==> src/design/assert_macros.svh <==
// Assertion macros used by the RTL of the wheel speed controller.
// Defining ASSERT_OFF turns every macro into an empty statement.
`ifndef ASSERT_MACROS_SVH
`define ASSERT_MACROS_SVH

`ifndef ASSERT_OFF
`define WSPC_ASSERT(lbl, clk, rst_n, prop) \
    lbl: assert property (@(posedge clk) disable iff (!rst_n) (prop)) \
        else $error("wspc assertion failed");
`define WSPC_ASSERT_NEVER(lbl, clk, rst_n, expr) \
    lbl: assert property (@(posedge clk) disable iff (!rst_n) !(expr)) \
        else $error("wspc forbidden condition seen");
`else
`define WSPC_ASSERT(lbl, clk, rst_n, prop)
`define WSPC_ASSERT_NEVER(lbl, clk, rst_n, expr)
`endif

`endif

==> src/design/wspc_pkg.sv <==
// Package of the wheel speed PID controller: payload types, sequencer states,
// register indexes, reset values and arithmetic constants. No dependencies.
package wspc_pkg;

    localparam int CFG_IDX_W  = 3;
    localparam int CFG_DATA_W = 24;

    localparam logic [CFG_IDX_W-1:0] CFG_KP    = 3'd0;
    localparam logic [CFG_IDX_W-1:0] CFG_KI    = 3'd1;
    localparam logic [CFG_IDX_W-1:0] CFG_KD    = 3'd2;
    localparam logic [CFG_IDX_W-1:0] CFG_CPR   = 3'd3;
    localparam logic [CFG_IDX_W-1:0] CFG_LIMIT = 3'd4;

    localparam logic [23:0] KP_RESET    = 24'd5898;
    localparam logic [23:0] KI_RESET    = 24'd5931;
    localparam logic [23:0] KD_RESET    = 24'd387;
    localparam logic [23:0] CPR_RESET   = 24'd22118;
    localparam logic [7:0]  LIMIT_RESET = 8'd255;

    // 60 s * 1000 ms, applied before the Q8.16 by Q16.8 alignment shift.
    localparam logic [15:0] RPM_SCALE = 16'd60000;

    localparam logic [31:0] RPM_MAX  = 32'h7FFF_FFFF;
    localparam logic [31:0] RPM_MIN  = 32'h8000_0000;
    localparam logic [39:0] ESUM_MAX = 40'h7F_FFFF_FFFF;
    localparam logic [39:0] ESUM_MIN = 40'h80_0000_0000;
    localparam logic [60:0] TERM_CAP = 61'h1000_0000_0000_0000;

    localparam logic [2:0] SHORT_LAST = 3'd1;
    localparam logic [2:0] LONG_LAST  = 3'd4;
    localparam logic [4:0] DIV_LAST   = 5'd31;

    localparam logic [1:0] TERM_P    = 2'd0;
    localparam logic [1:0] TERM_I    = 2'd1;
    localparam logic [1:0] TERM_D    = 2'd2;
    localparam logic [1:0] TERM_DONE = 2'd3;

    typedef enum logic [3:0] {
        S_IDLE,
        S_MNUM,
        S_MDEN,
        S_CHK,
        S_DIV,
        S_SGN,
        S_UPD,
        S_ACC,
        S_MGAIN,
        S_FIN
    } t_state;

    typedef struct packed {
        logic signed [15:0] target_rpm;
        logic signed [23:0] pulse_count;
        logic        [15:0] elapsed_ms;
    } t_req;

    typedef struct packed {
        logic        [7:0]  drive_forward;
        logic        [7:0]  drive_reverse;
        logic signed [31:0] measured_rpm;
    } t_rsp;

endpackage

==> src/design/wspc_stream_if.sv <==
// Valid/ready channel carrying one request or result per handshake.
// The payload type is supplied by the instantiating level from wspc_pkg.
interface wspc_stream_if #(
    parameter type t_payload = logic
);
    logic     valid;
    logic     ready;
    t_payload payload;

    modport source (output valid, output payload, input ready);
    modport sink (input valid, input payload, output ready);
endinterface

==> src/design/wheel_speed_pid_controller_unit.sv <==
// Wheel speed PID controller: encoder rpm by bit-serial division, PID sum by a
// shared 24x8 digit-serial multiplier. Uses wspc_pkg, wspc_stream_if and
// assert_macros.svh.
//
//  channel   direction  payload
//  i_req     in         target_rpm, pulse_count, elapsed_ms
//  o_rsp     out        drive_forward, drive_reverse, measured_rpm
//  i_cfg_*   in         write enable, register index, 24-bit data
//
// Ready falls after each accepted request and rises when the block is idle again, so a new
// request is taken only once the last one has been worked through. The division is skipped
// for zero elapsed time, zero counts per turn or a quotient beyond 32 bits. The work is a
// 32-step restoring divider and 19 digit steps of the shared multiplier. Reset is
// synchronous and restores the gains and the state. A new request is taken while a
// result still waits; the last step holds until the output register is free.
`include "assert_macros.svh"

module wheel_speed_pid_controller_unit (
    input  logic                            i_clk,
    input  logic                            i_rst_n,
    wspc_stream_if.sink                     i_req,
    wspc_stream_if.source                   o_rsp,
    input  logic                            i_cfg_we,
    input  logic [wspc_pkg::CFG_IDX_W-1:0]  i_cfg_idx,
    input  logic [wspc_pkg::CFG_DATA_W-1:0] i_cfg_data
);

    wspc_pkg::t_state r_state, n_state;
    wspc_pkg::t_rsp   r_out, n_out;

    logic [23:0] r_kp, r_ki, r_kd, r_cpr;
    logic [7:0]  r_lim;

    logic [15:0] r_target, n_target;
    logic        r_neg, n_neg;
    logic [15:0] r_ms, n_ms;
    logic [23:0] r_ma, n_ma;
    logic [39:0] r_mb, n_mb;
    logic [23:0] r_mh, n_mh;
    logic [2:0]  r_mcnt, n_mcnt;
    logic        r_msign, n_msign;
    logic [39:0] r_rem, n_rem;
    logic [31:0] r_dvd, n_dvd;
    logic [39:0] r_den, n_den;
    logic        r_ovf, n_ovf;
    logic [4:0]  r_dcnt, n_dcnt;
    logic [31:0] r_rpm, n_rpm;
    logic [32:0] r_err, n_err;
    logic [32:0] r_dlt, n_dlt;
    logic [39:0] r_esum, n_esum;
    logic [31:0] r_prev, n_prev;
    logic [62:0] r_pid, n_pid;
    logic [1:0]  r_term, n_term;
    logic        r_ovld, n_ovld;

    logic [23:0] pulse_mag;
    logic [31:0] mul_prod, mul_sum;
    logic [39:0] mul_full;
    logic [40:0] div_trial, div_diff;
    logic        div_ge;
    logic [32:0] tgt_q, rpm_x, err_x, dlt_x;
    logic [40:0] esum_x;
    logic [39:0] esum_sat;
    logic [32:0] err_mag, dlt_mag;
    logic [39:0] esum_mag;
    logic [63:0] prod_full;
    logic [60:0] prod_cap;
    logic [62:0] term_mag, term_x;
    logic [62:0] pid_mag;
    logic        pid_over;
    logic [7:0]  duty;
    logic        rpm_big;

    assign i_req.ready   = (r_state == wspc_pkg::S_IDLE);
    assign o_rsp.valid   = r_ovld;
    assign o_rsp.payload = r_out;

    always_comb begin
        pulse_mag = i_req.payload.pulse_count[23]
                  ? (24'd0 - i_req.payload.pulse_count)
                  : i_req.payload.pulse_count;

        mul_prod = {8'd0, r_ma} * {24'd0, r_mb[7:0]};
        mul_sum  = {8'd0, r_mh} + mul_prod;
        mul_full = {mul_sum, r_mb[39:32]};

        div_trial = {r_rem, r_dvd[31]};
        div_diff  = div_trial - {1'b0, r_den};
        div_ge    = (div_trial >= {1'b0, r_den});

        rpm_big = r_ovf | r_dvd[31];

        tgt_q  = {{9{r_target[15]}}, r_target, 8'd0};
        rpm_x  = {r_rpm[31], r_rpm};
        err_x  = tgt_q - rpm_x;
        dlt_x  = rpm_x - {r_prev[31], r_prev};
        esum_x = {r_esum[39], r_esum} + {{8{err_x[32]}}, err_x};
        if (esum_x[40] != esum_x[39]) begin
            esum_sat = esum_x[40] ? wspc_pkg::ESUM_MIN : wspc_pkg::ESUM_MAX;
        end else begin
            esum_sat = esum_x[39:0];
        end

        err_mag  = r_err[32] ? (33'd0 - r_err) : r_err;
        dlt_mag  = r_dlt[32] ? (33'd0 - r_dlt) : r_dlt;
        esum_mag = r_esum[39] ? (40'd0 - r_esum) : r_esum;

        prod_full = {r_mh, r_mb};
        prod_cap  = (prod_full > {3'd0, wspc_pkg::TERM_CAP}) ? wspc_pkg::TERM_CAP
                                                            : prod_full[60:0];
        term_mag  = {2'd0, prod_cap};
        term_x    = r_msign ? (63'd0 - term_mag) : term_mag;

        pid_mag  = r_pid[62] ? (63'd0 - r_pid) : r_pid;
        pid_over = (pid_mag > {31'd0, r_lim, 24'd0});
        duty     = pid_over ? r_lim : pid_mag[31:24];

        n_state  = r_state;
        n_out    = r_out;
        n_target = r_target;
        n_neg    = r_neg;
        n_ms     = r_ms;
        n_ma     = r_ma;
        n_mb     = r_mb;
        n_mh     = r_mh;
        n_mcnt   = r_mcnt;
        n_msign  = r_msign;
        n_rem    = r_rem;
        n_dvd    = r_dvd;
        n_den    = r_den;
        n_ovf    = r_ovf;
        n_dcnt   = r_dcnt;
        n_rpm    = r_rpm;
        n_err    = r_err;
        n_dlt    = r_dlt;
        n_esum   = r_esum;
        n_prev   = r_prev;
        n_pid    = r_pid;
        n_term   = r_term;
        n_ovld   = r_ovld;

        if (r_ovld && o_rsp.ready) begin
            n_ovld = 1'b0;
        end

        case (r_state)
            wspc_pkg::S_IDLE: begin
                if (i_req.valid) begin
                    n_target = i_req.payload.target_rpm;
                    n_neg    = i_req.payload.pulse_count[23];
                    n_ms     = i_req.payload.elapsed_ms;
                    n_ma     = pulse_mag;
                    n_mb     = {24'd0, wspc_pkg::RPM_SCALE};
                    n_mh     = 24'd0;
                    n_mcnt   = wspc_pkg::SHORT_LAST;
                    n_state  = wspc_pkg::S_MNUM;
                end
            end
            wspc_pkg::S_MNUM: begin
                n_mh   = mul_sum[31:8];
                n_mb   = {mul_sum[7:0], r_mb[39:8]};
                n_mcnt = r_mcnt - 3'd1;
                if (r_mcnt == 3'd0) begin
                    // Dividend is the product shifted up by 16 bits.
                    n_rem   = {17'd0, mul_full[38:16]};
                    n_dvd   = {mul_full[15:0], 16'd0};
                    n_ma    = r_cpr;
                    n_mb    = {24'd0, r_ms};
                    n_mh    = 24'd0;
                    n_mcnt  = wspc_pkg::SHORT_LAST;
                    n_state = wspc_pkg::S_MDEN;
                end
            end
            wspc_pkg::S_MDEN: begin
                n_mh   = mul_sum[31:8];
                n_mb   = {mul_sum[7:0], r_mb[39:8]};
                n_mcnt = r_mcnt - 3'd1;
                if (r_mcnt == 3'd0) begin
                    n_den   = mul_full;
                    n_state = wspc_pkg::S_CHK;
                end
            end
            wspc_pkg::S_CHK: begin
                n_dcnt = wspc_pkg::DIV_LAST;
                n_ovf  = 1'b0;
                if (r_den == 40'd0) begin
                    n_dvd   = 32'd0;
                    n_state = wspc_pkg::S_SGN;
                end else if (r_rem >= r_den) begin
                    // Quotient would need more than 32 bits.
                    n_ovf   = 1'b1;
                    n_state = wspc_pkg::S_SGN;
                end else begin
                    n_state = wspc_pkg::S_DIV;
                end
            end
            wspc_pkg::S_DIV: begin
                n_rem  = div_ge ? div_diff[39:0] : div_trial[39:0];
                n_dvd  = {r_dvd[30:0], div_ge};
                n_dcnt = r_dcnt - 5'd1;
                if (r_dcnt == 5'd0) begin
                    n_state = wspc_pkg::S_SGN;
                end
            end
            wspc_pkg::S_SGN: begin
                if (r_neg) begin
                    n_rpm = rpm_big ? wspc_pkg::RPM_MIN : (32'd0 - r_dvd);
                end else begin
                    n_rpm = rpm_big ? wspc_pkg::RPM_MAX : r_dvd;
                end
                n_state = wspc_pkg::S_UPD;
            end
            wspc_pkg::S_UPD: begin
                n_err   = err_x;
                n_dlt   = dlt_x;
                n_esum  = esum_sat;
                n_pid   = 63'd0;
                n_term  = wspc_pkg::TERM_P;
                n_state = wspc_pkg::S_ACC;
            end
            wspc_pkg::S_ACC: begin
                if (r_term != wspc_pkg::TERM_P) begin
                    n_pid = r_pid + term_x;
                end
                n_mh   = 24'd0;
                n_mcnt = wspc_pkg::LONG_LAST;
                n_term = r_term + 2'd1;
                case (r_term)
                    wspc_pkg::TERM_P: begin
                        n_ma    = r_kp;
                        n_mb    = {7'd0, err_mag};
                        n_msign = r_err[32];
                        n_state = wspc_pkg::S_MGAIN;
                    end
                    wspc_pkg::TERM_I: begin
                        n_ma    = r_ki;
                        n_mb    = esum_mag;
                        n_msign = r_esum[39];
                        n_state = wspc_pkg::S_MGAIN;
                    end
                    wspc_pkg::TERM_D: begin
                        n_ma    = r_kd;
                        n_mb    = {7'd0, dlt_mag};
                        n_msign = r_dlt[32];
                        n_state = wspc_pkg::S_MGAIN;
                    end
                    default: begin
                        n_term  = r_term;
                        n_state = wspc_pkg::S_FIN;
                    end
                endcase
            end
            wspc_pkg::S_MGAIN: begin
                n_mh   = mul_sum[31:8];
                n_mb   = {mul_sum[7:0], r_mb[39:8]};
                n_mcnt = r_mcnt - 3'd1;
                if (r_mcnt == 3'd0) begin
                    n_state = wspc_pkg::S_ACC;
                end
            end
            wspc_pkg::S_FIN: begin
                if (!r_ovld || o_rsp.ready) begin
                    n_out.drive_forward = 8'd0;
                    n_out.drive_reverse = 8'd0;
                    n_out.measured_rpm  = r_rpm;
                    if (r_target == 16'd0) begin
                        n_esum = 40'd0;
                    end else if (r_pid[62]) begin
                        n_out.drive_reverse = duty;
                    end else begin
                        n_out.drive_forward = duty;
                    end
                    n_prev  = r_rpm;
                    n_ovld  = 1'b1;
                    n_state = wspc_pkg::S_IDLE;
                end
            end
            default: begin
                n_state = wspc_pkg::S_IDLE;
            end
        endcase
    end

    always_ff @(posedge i_clk) begin
        if (!i_rst_n) begin
            r_state <= wspc_pkg::S_IDLE;
            r_ovld  <= 1'b0;
            r_esum  <= 40'd0;
            r_prev  <= 32'd0;
            r_mcnt  <= 3'd0;
            r_dcnt  <= 5'd0;
            r_term  <= wspc_pkg::TERM_P;
        end else begin
            r_state <= n_state;
            r_ovld  <= n_ovld;
            r_esum  <= n_esum;
            r_prev  <= n_prev;
            r_mcnt  <= n_mcnt;
            r_dcnt  <= n_dcnt;
            r_term  <= n_term;
        end
    end

    always_ff @(posedge i_clk) begin
        r_out    <= n_out;
        r_target <= n_target;
        r_neg    <= n_neg;
        r_ms     <= n_ms;
        r_ma     <= n_ma;
        r_mb     <= n_mb;
        r_mh     <= n_mh;
        r_msign  <= n_msign;
        r_rem    <= n_rem;
        r_dvd    <= n_dvd;
        r_den    <= n_den;
        r_ovf    <= n_ovf;
        r_rpm    <= n_rpm;
        r_err    <= n_err;
        r_dlt    <= n_dlt;
        r_pid    <= n_pid;
    end

    always_ff @(posedge i_clk) begin
        if (!i_rst_n) begin
            r_kp  <= wspc_pkg::KP_RESET;
            r_ki  <= wspc_pkg::KI_RESET;
            r_kd  <= wspc_pkg::KD_RESET;
            r_cpr <= wspc_pkg::CPR_RESET;
            r_lim <= wspc_pkg::LIMIT_RESET;
        end else if (i_cfg_we) begin
            case (i_cfg_idx)
                wspc_pkg::CFG_KP:    r_kp  <= i_cfg_data;
                wspc_pkg::CFG_KI:    r_ki  <= i_cfg_data;
                wspc_pkg::CFG_KD:    r_kd  <= i_cfg_data;
                wspc_pkg::CFG_CPR:   r_cpr <= i_cfg_data;
                wspc_pkg::CFG_LIMIT: r_lim <= i_cfg_data[7:0];
                default: ;
            endcase
        end
    end

    // The partial remainder never reaches the divisor, and the divisor is never zero.
    `WSPC_ASSERT(a_div_rem, i_clk, i_rst_n, (r_state == wspc_pkg::S_DIV) |-> (r_rem < r_den))
    `WSPC_ASSERT(a_div_den, i_clk, i_rst_n, (r_state == wspc_pkg::S_DIV) |-> (r_den != 40'd0))
    `WSPC_ASSERT(a_out_src, i_clk, i_rst_n, $rose(r_ovld) |-> ($past(r_state) == wspc_pkg::S_FIN))
    `WSPC_ASSERT_NEVER(a_drv_both, i_clk, i_rst_n, r_ovld && (r_out.drive_forward != 8'd0) && (r_out.drive_reverse != 8'd0))

endmodule

==> src/flat_wrapper.sv <==
// flat-port wrapper written by rule: the top's interface ports become plain ports
module wheel_speed_pid_controller_unit_flat import wspc_pkg::*;
  (i_clk, i_rst_n, i_cfg_we, i_cfg_idx, i_cfg_data, i_req_valid, i_req_payload, i_req_ready, o_rsp_valid, o_rsp_payload, o_rsp_ready);
  wspc_stream_if #(.t_payload(t_req)) i_req_i ();
  wspc_stream_if #(.t_payload(t_rsp)) o_rsp_i ();
  input  logic i_clk;
  input  logic i_rst_n;
  input  logic i_cfg_we;
  input  logic [wspc_pkg::CFG_IDX_W-1:0] i_cfg_idx;
  input  logic [wspc_pkg::CFG_DATA_W-1:0] i_cfg_data;
  input wire logic [$bits(i_req_i.valid)-1:0] i_req_valid;
  input wire logic [$bits(i_req_i.payload)-1:0] i_req_payload;
  output wire logic [$bits(i_req_i.ready)-1:0] i_req_ready;
  output wire logic [$bits(o_rsp_i.valid)-1:0] o_rsp_valid;
  output wire logic [$bits(o_rsp_i.payload)-1:0] o_rsp_payload;
  input wire logic [$bits(o_rsp_i.ready)-1:0] o_rsp_ready;
  assign i_req_i.valid = i_req_valid;
  assign i_req_i.payload = i_req_payload;
  assign i_req_ready = i_req_i.ready;
  assign o_rsp_valid = o_rsp_i.valid;
  assign o_rsp_payload = o_rsp_i.payload;
  assign o_rsp_i.ready = o_rsp_ready;
  wheel_speed_pid_controller_unit u_core (.i_clk(i_clk), .i_rst_n(i_rst_n), .i_req(i_req_i), .o_rsp(o_rsp_i), .i_cfg_we(i_cfg_we), .i_cfg_idx(i_cfg_idx), .i_cfg_data(i_cfg_data));
endmodule
==> config.mk <==
export PLATFORM = sky130hd
export DESIGN_NAME = wheel_speed_pid_controller_unit_flat
export DESIGN_NICKNAME = d
export VERILOG_FILES = /design/src/design/wspc_pkg.sv /design/src/design/wspc_stream_if.sv /design/src/design/wheel_speed_pid_controller_unit.sv /design/src/flat_wrapper.sv
export VERILOG_INCLUDE_DIRS = /design/src /design/src/design
export SDC_FILE = /design/constraint.sdc
export NUM_CORES = 2
export LEC_CHECK = 0
export ABC_AREA = 1
export BUFFER_PORTS_ARGS = -buffer_cell sky130_fd_sc_hd__clkbuf_2
export CORE_UTILIZATION = 60
export CTS_BUF_LIST = sky130_fd_sc_hd__clkbuf_2 sky130_fd_sc_hd__clkbuf_4 sky130_fd_sc_hd__clkbuf_8
export CTS_CLUSTER_DIAMETER = 40
export DETAILED_ROUTE_END_ITERATION = 16
export PLACE_DENSITY = 0.8
export SKIP_CTS_REPAIR_TIMING = 1
export SLEW_MARGIN = 20
export SYNTH_ARGS = -nofsm -noshare
export SYNTH_HDL_FRONTEND = slang
export SYNTH_SLANG_ARGS = --single-unit
export TNS_END_PERCENT = 100
==> constraint.sdc <==
create_clock -name i_clk -period 8.5 [get_ports i_clk]
set_clock_uncertainty 0.05 [all_clocks]
set_input_delay 0.85 -clock i_clk [delete_from_list [all_inputs] [get_ports i_clk]]
set_output_delay 0.85 -clock i_clk [all_outputs]
set_load 0.05 [all_outputs]
==> run metrics <==
outcome complete, no violations; Slew HR between 20% and 30%; nets 7979; GRT overflow 0; Iter 0 DRT Violations around 6500; Critical Path RT between 8 and 9 ns; crit-path max cell delay roughly 1.1 ns; CTS root buf clkbuf_8; met3 GRT Util a little under a tenth; vias per inst 6.096; Crit path top cell by count nor2_1; synthesized area per cell roughly 7.3 um2; Worst path slowest cell edfxtp_1; Yosys warning count 0; critical path peak fanout between 80 and 90; crit path launch type flop; placed cells ~8500; Routed wire per std cell around 23 um; GP Congestion between 1 and 1.5; Post-Route Setup TNS 0 ns; Slew Viols, Final 0; Final Hold Viols 0; Final min period approximately 6.4 ns; vias in the first global route 50030; M1 GR Usage between 50% and 60%; antenna viol nets, final 0; largest net degree at the start of global routing ~100; antenna violations before repair 4; first-pass GRT wire length slightly below 300000 um; Synth Instances around 7300; initial core utilization 60.53%; Finished Layout Cells a little under 9000; synth unique cells 65; all-layer global routing usage around 43%; area of the mapped netlist 0.05349 mm2; sequential share of the synthesized area roughly a third; RSZ-0062 raised after global routing false; chip height 300.6 um; die area roughly 0.09 mm2; final WL approximately 200000 um; clk slew on worst S/H paths around 0.07 ns; number of fill cells about 7800; Buf+Inv Stages, Crit Path 4; Final HPWL DP 155200 um; I/O pin total between 100 and 150; Crit path max-delay family simple AND/OR/NAND/NOR gates; area grow syn2layout 8.245%; residual DRC count 0; core area about 0.088 mm2; total iterations of the first detailed-routing run 9; Final Cycle Share around three quarters; CP Capture Type flop; Port Buf Inserts approximately 140; M2 GR Usage 66.96%; Die Wd between 300 and 400 um; total number of vias 52950; # H-tree levels 3; FP Rows between 100 and 150; Setup Viol. Count Final 0; fmax between 150 and 200 MHz; fraction of registers with async set/reset 0%; worst skew pair latency 0.82 ns; Post-synth EDFFs approximately 440; WP data arrival 6.90 ns; Worst Tran Pin Value roughly 1.1 ns; Top Usage Layer GRT met2; clk buf depth 3; Synth Net Count 7899; number of synthesized register bits 635; Worst Hold Class primary input to flop; share of layout cells above drive strength 1 under 10%; CTS tree yes; max_cap viols 0; CTS buffer count 119; Setup Crit Path Kind flop to flop; top_reg_cell synth edfxtp_1; clk sinks approximately 640
-- final cells by class --
class	count	area [um2]	area share, %
Sequential cell	635	17160	29.63
Timing Repair Buffer	186	1089	1.880
Inverter	1105	4148	7.163
Clock buffer	164	2044	3.531
Antenna cell	3	7.507	0.01297
Clock inverter	60	679.4	1.173
Tap cell	1165	1458	2.517
Multi-Input combinational cell	5369	31320	54.09
-- worst register-to-register path: cells and delay by family, from the launching register on --
family                   cells  cell delay (ns)
AND/OR/NAND/NOR             16             2.20
XOR/XNOR                     1             0.16
adder cells (fa/ha/maj)      2             0.62
AO/OA/AOI/OAI                5             1.18
buffers and inverters        4             0.88
flip-flops                   1             1.08
-- sequential cells by signal, indices dropped and copies added, names as in the netlist, 32 cells and up --
name	flops
u_core.o_rsp.payload	48
u_core.r_dvd	32
u_core.r_rem	40
u_core.r_den	40
u_core.r_pid	63
u_core.r_err	33
u_core.r_esum	40
u_core.r_dlt	33
u_core.r_mb	40
u_core.r_rpm	32
u_core.r_prev	32
-- synth_stat cells (14+ instances only) --
master	number	area share, %
nand2_1	1538	11
inv_1	1094	7.7
nor2_1	881	6.2
a21oi_1	555	5.2
o21ai_0	537	5.0
edfxtp_1	444	25
nand3_1	332	3.1
ha_1	315	7.4
xor2_1	194	3.2
dfxtp_1	191	7.1
fa_1	160	6.0
clkbuf_1	153	1.1
nor3_1	112	1.0
nand4_1	100	1.2
xnor2_1	85	1.4
a31oi_1	58	0.68
o211ai_1	52	0.73
a21o_1	35	0.49
o21a_1	32	0.45
o21bai_1	31	0.44
nor4_1	30	0.35
a221oi_1	29	0.47
o221ai_1	29	0.47
buf_2	27	0.25
nand3b_1	23	0.32
o21ai_1	22	0.21
nand2_2	20	0.23
nor2_2	20	0.23
buf_1	19	0.13
or2_2	18	0.21
o31ai_1	17	0.24
o22ai_1	16	0.19
a21boi_0	14	0.20
a22oi_1	14	0.20
-- worst paths after layout --
path | endpoint | slack (ns) | cells past startpoint | from
hold reg to reg | u_core.r_cpr[17]$_SDFFE_PN0P_ | 0.41 | 2 | u_core.r_cpr[17]$_SDFFE_PN0P_
setup / recovery | u_core.r_pid[50]$_SDFFCE_PN0P_ | 2.09 | 28 | u_core.r_mb[7]$_DFFE_PP_
hold / removal | u_core.r_target[15]$_DFFE_PP_ | 0.17 | 1 | i_req_payload[55]
setup reg to reg | u_core.r_pid[50]$_SDFFCE_PN0P_ | 2.09 | 28 | u_core.r_mb[7]$_DFFE_PP_
-- stage by stage --
step                      setup slack [ns]  util [%]  hold slack, ns  cell area [um2]
after CTS                            2.266     65.49          0.1138            57870
after global routing                 1.648     65.51          0.1495            57900
after detailed placement             2.293     62.41          0.3926            55150
final                                2.090     65.52          0.1701            57900
after global placement               2.392     62.37          0.3880            55120
after floorplan                      1.929         -          0.3787            53500
-- routing by layer --
| layer | vias up | share of wire (%) |
|---|---|---|
| met5 | - | 0 |
| met3 | 638 | 11 |
| met2 | 3234 | 44 |
| met1 | 24610 | 38 |
| met4 | 0 | 6.7 |
| li1 | 24470 | - |
-- kinds of logic (layout without fill, tap and decap cells) --
| group | Yosys count | in the layout | share of synthesized area [%] |
|---|---|---|---|
| fa+ha+maj | 475 | 475 | 13.36 |
| compound gates | 1484 | 1484 | 15.69 |
| buf+inv | 1332 | 1515 | 9.630 |
| simple gates | 3130 | 3130 | 24.65 |
| xor+xnor | 280 | 280 | 4.599 |
| other cells | 0 | 3 | 0 |
| flops | 635 | 635 | 32.07 |
-- layout by cell type (no fill, tap or decap), types with 85 or more instances in the layout --
master,instances
nand4_1,100
o21ai_0,535
nand2_1,1537
nor2_1,873
fa_1,160
nand3_1,331
a21oi_1,555
inv_1,1093
dfxtp_1,191
clkbuf_8,130
clkbuf_2,136
ha_1,312
nor3_1,111
xor2_1,194
xnor2_1,85
edfxtp_1,444
Power is not shown: default switching activity piles up to over one toggle a cycle in this logic, so the estimate is an artifact.
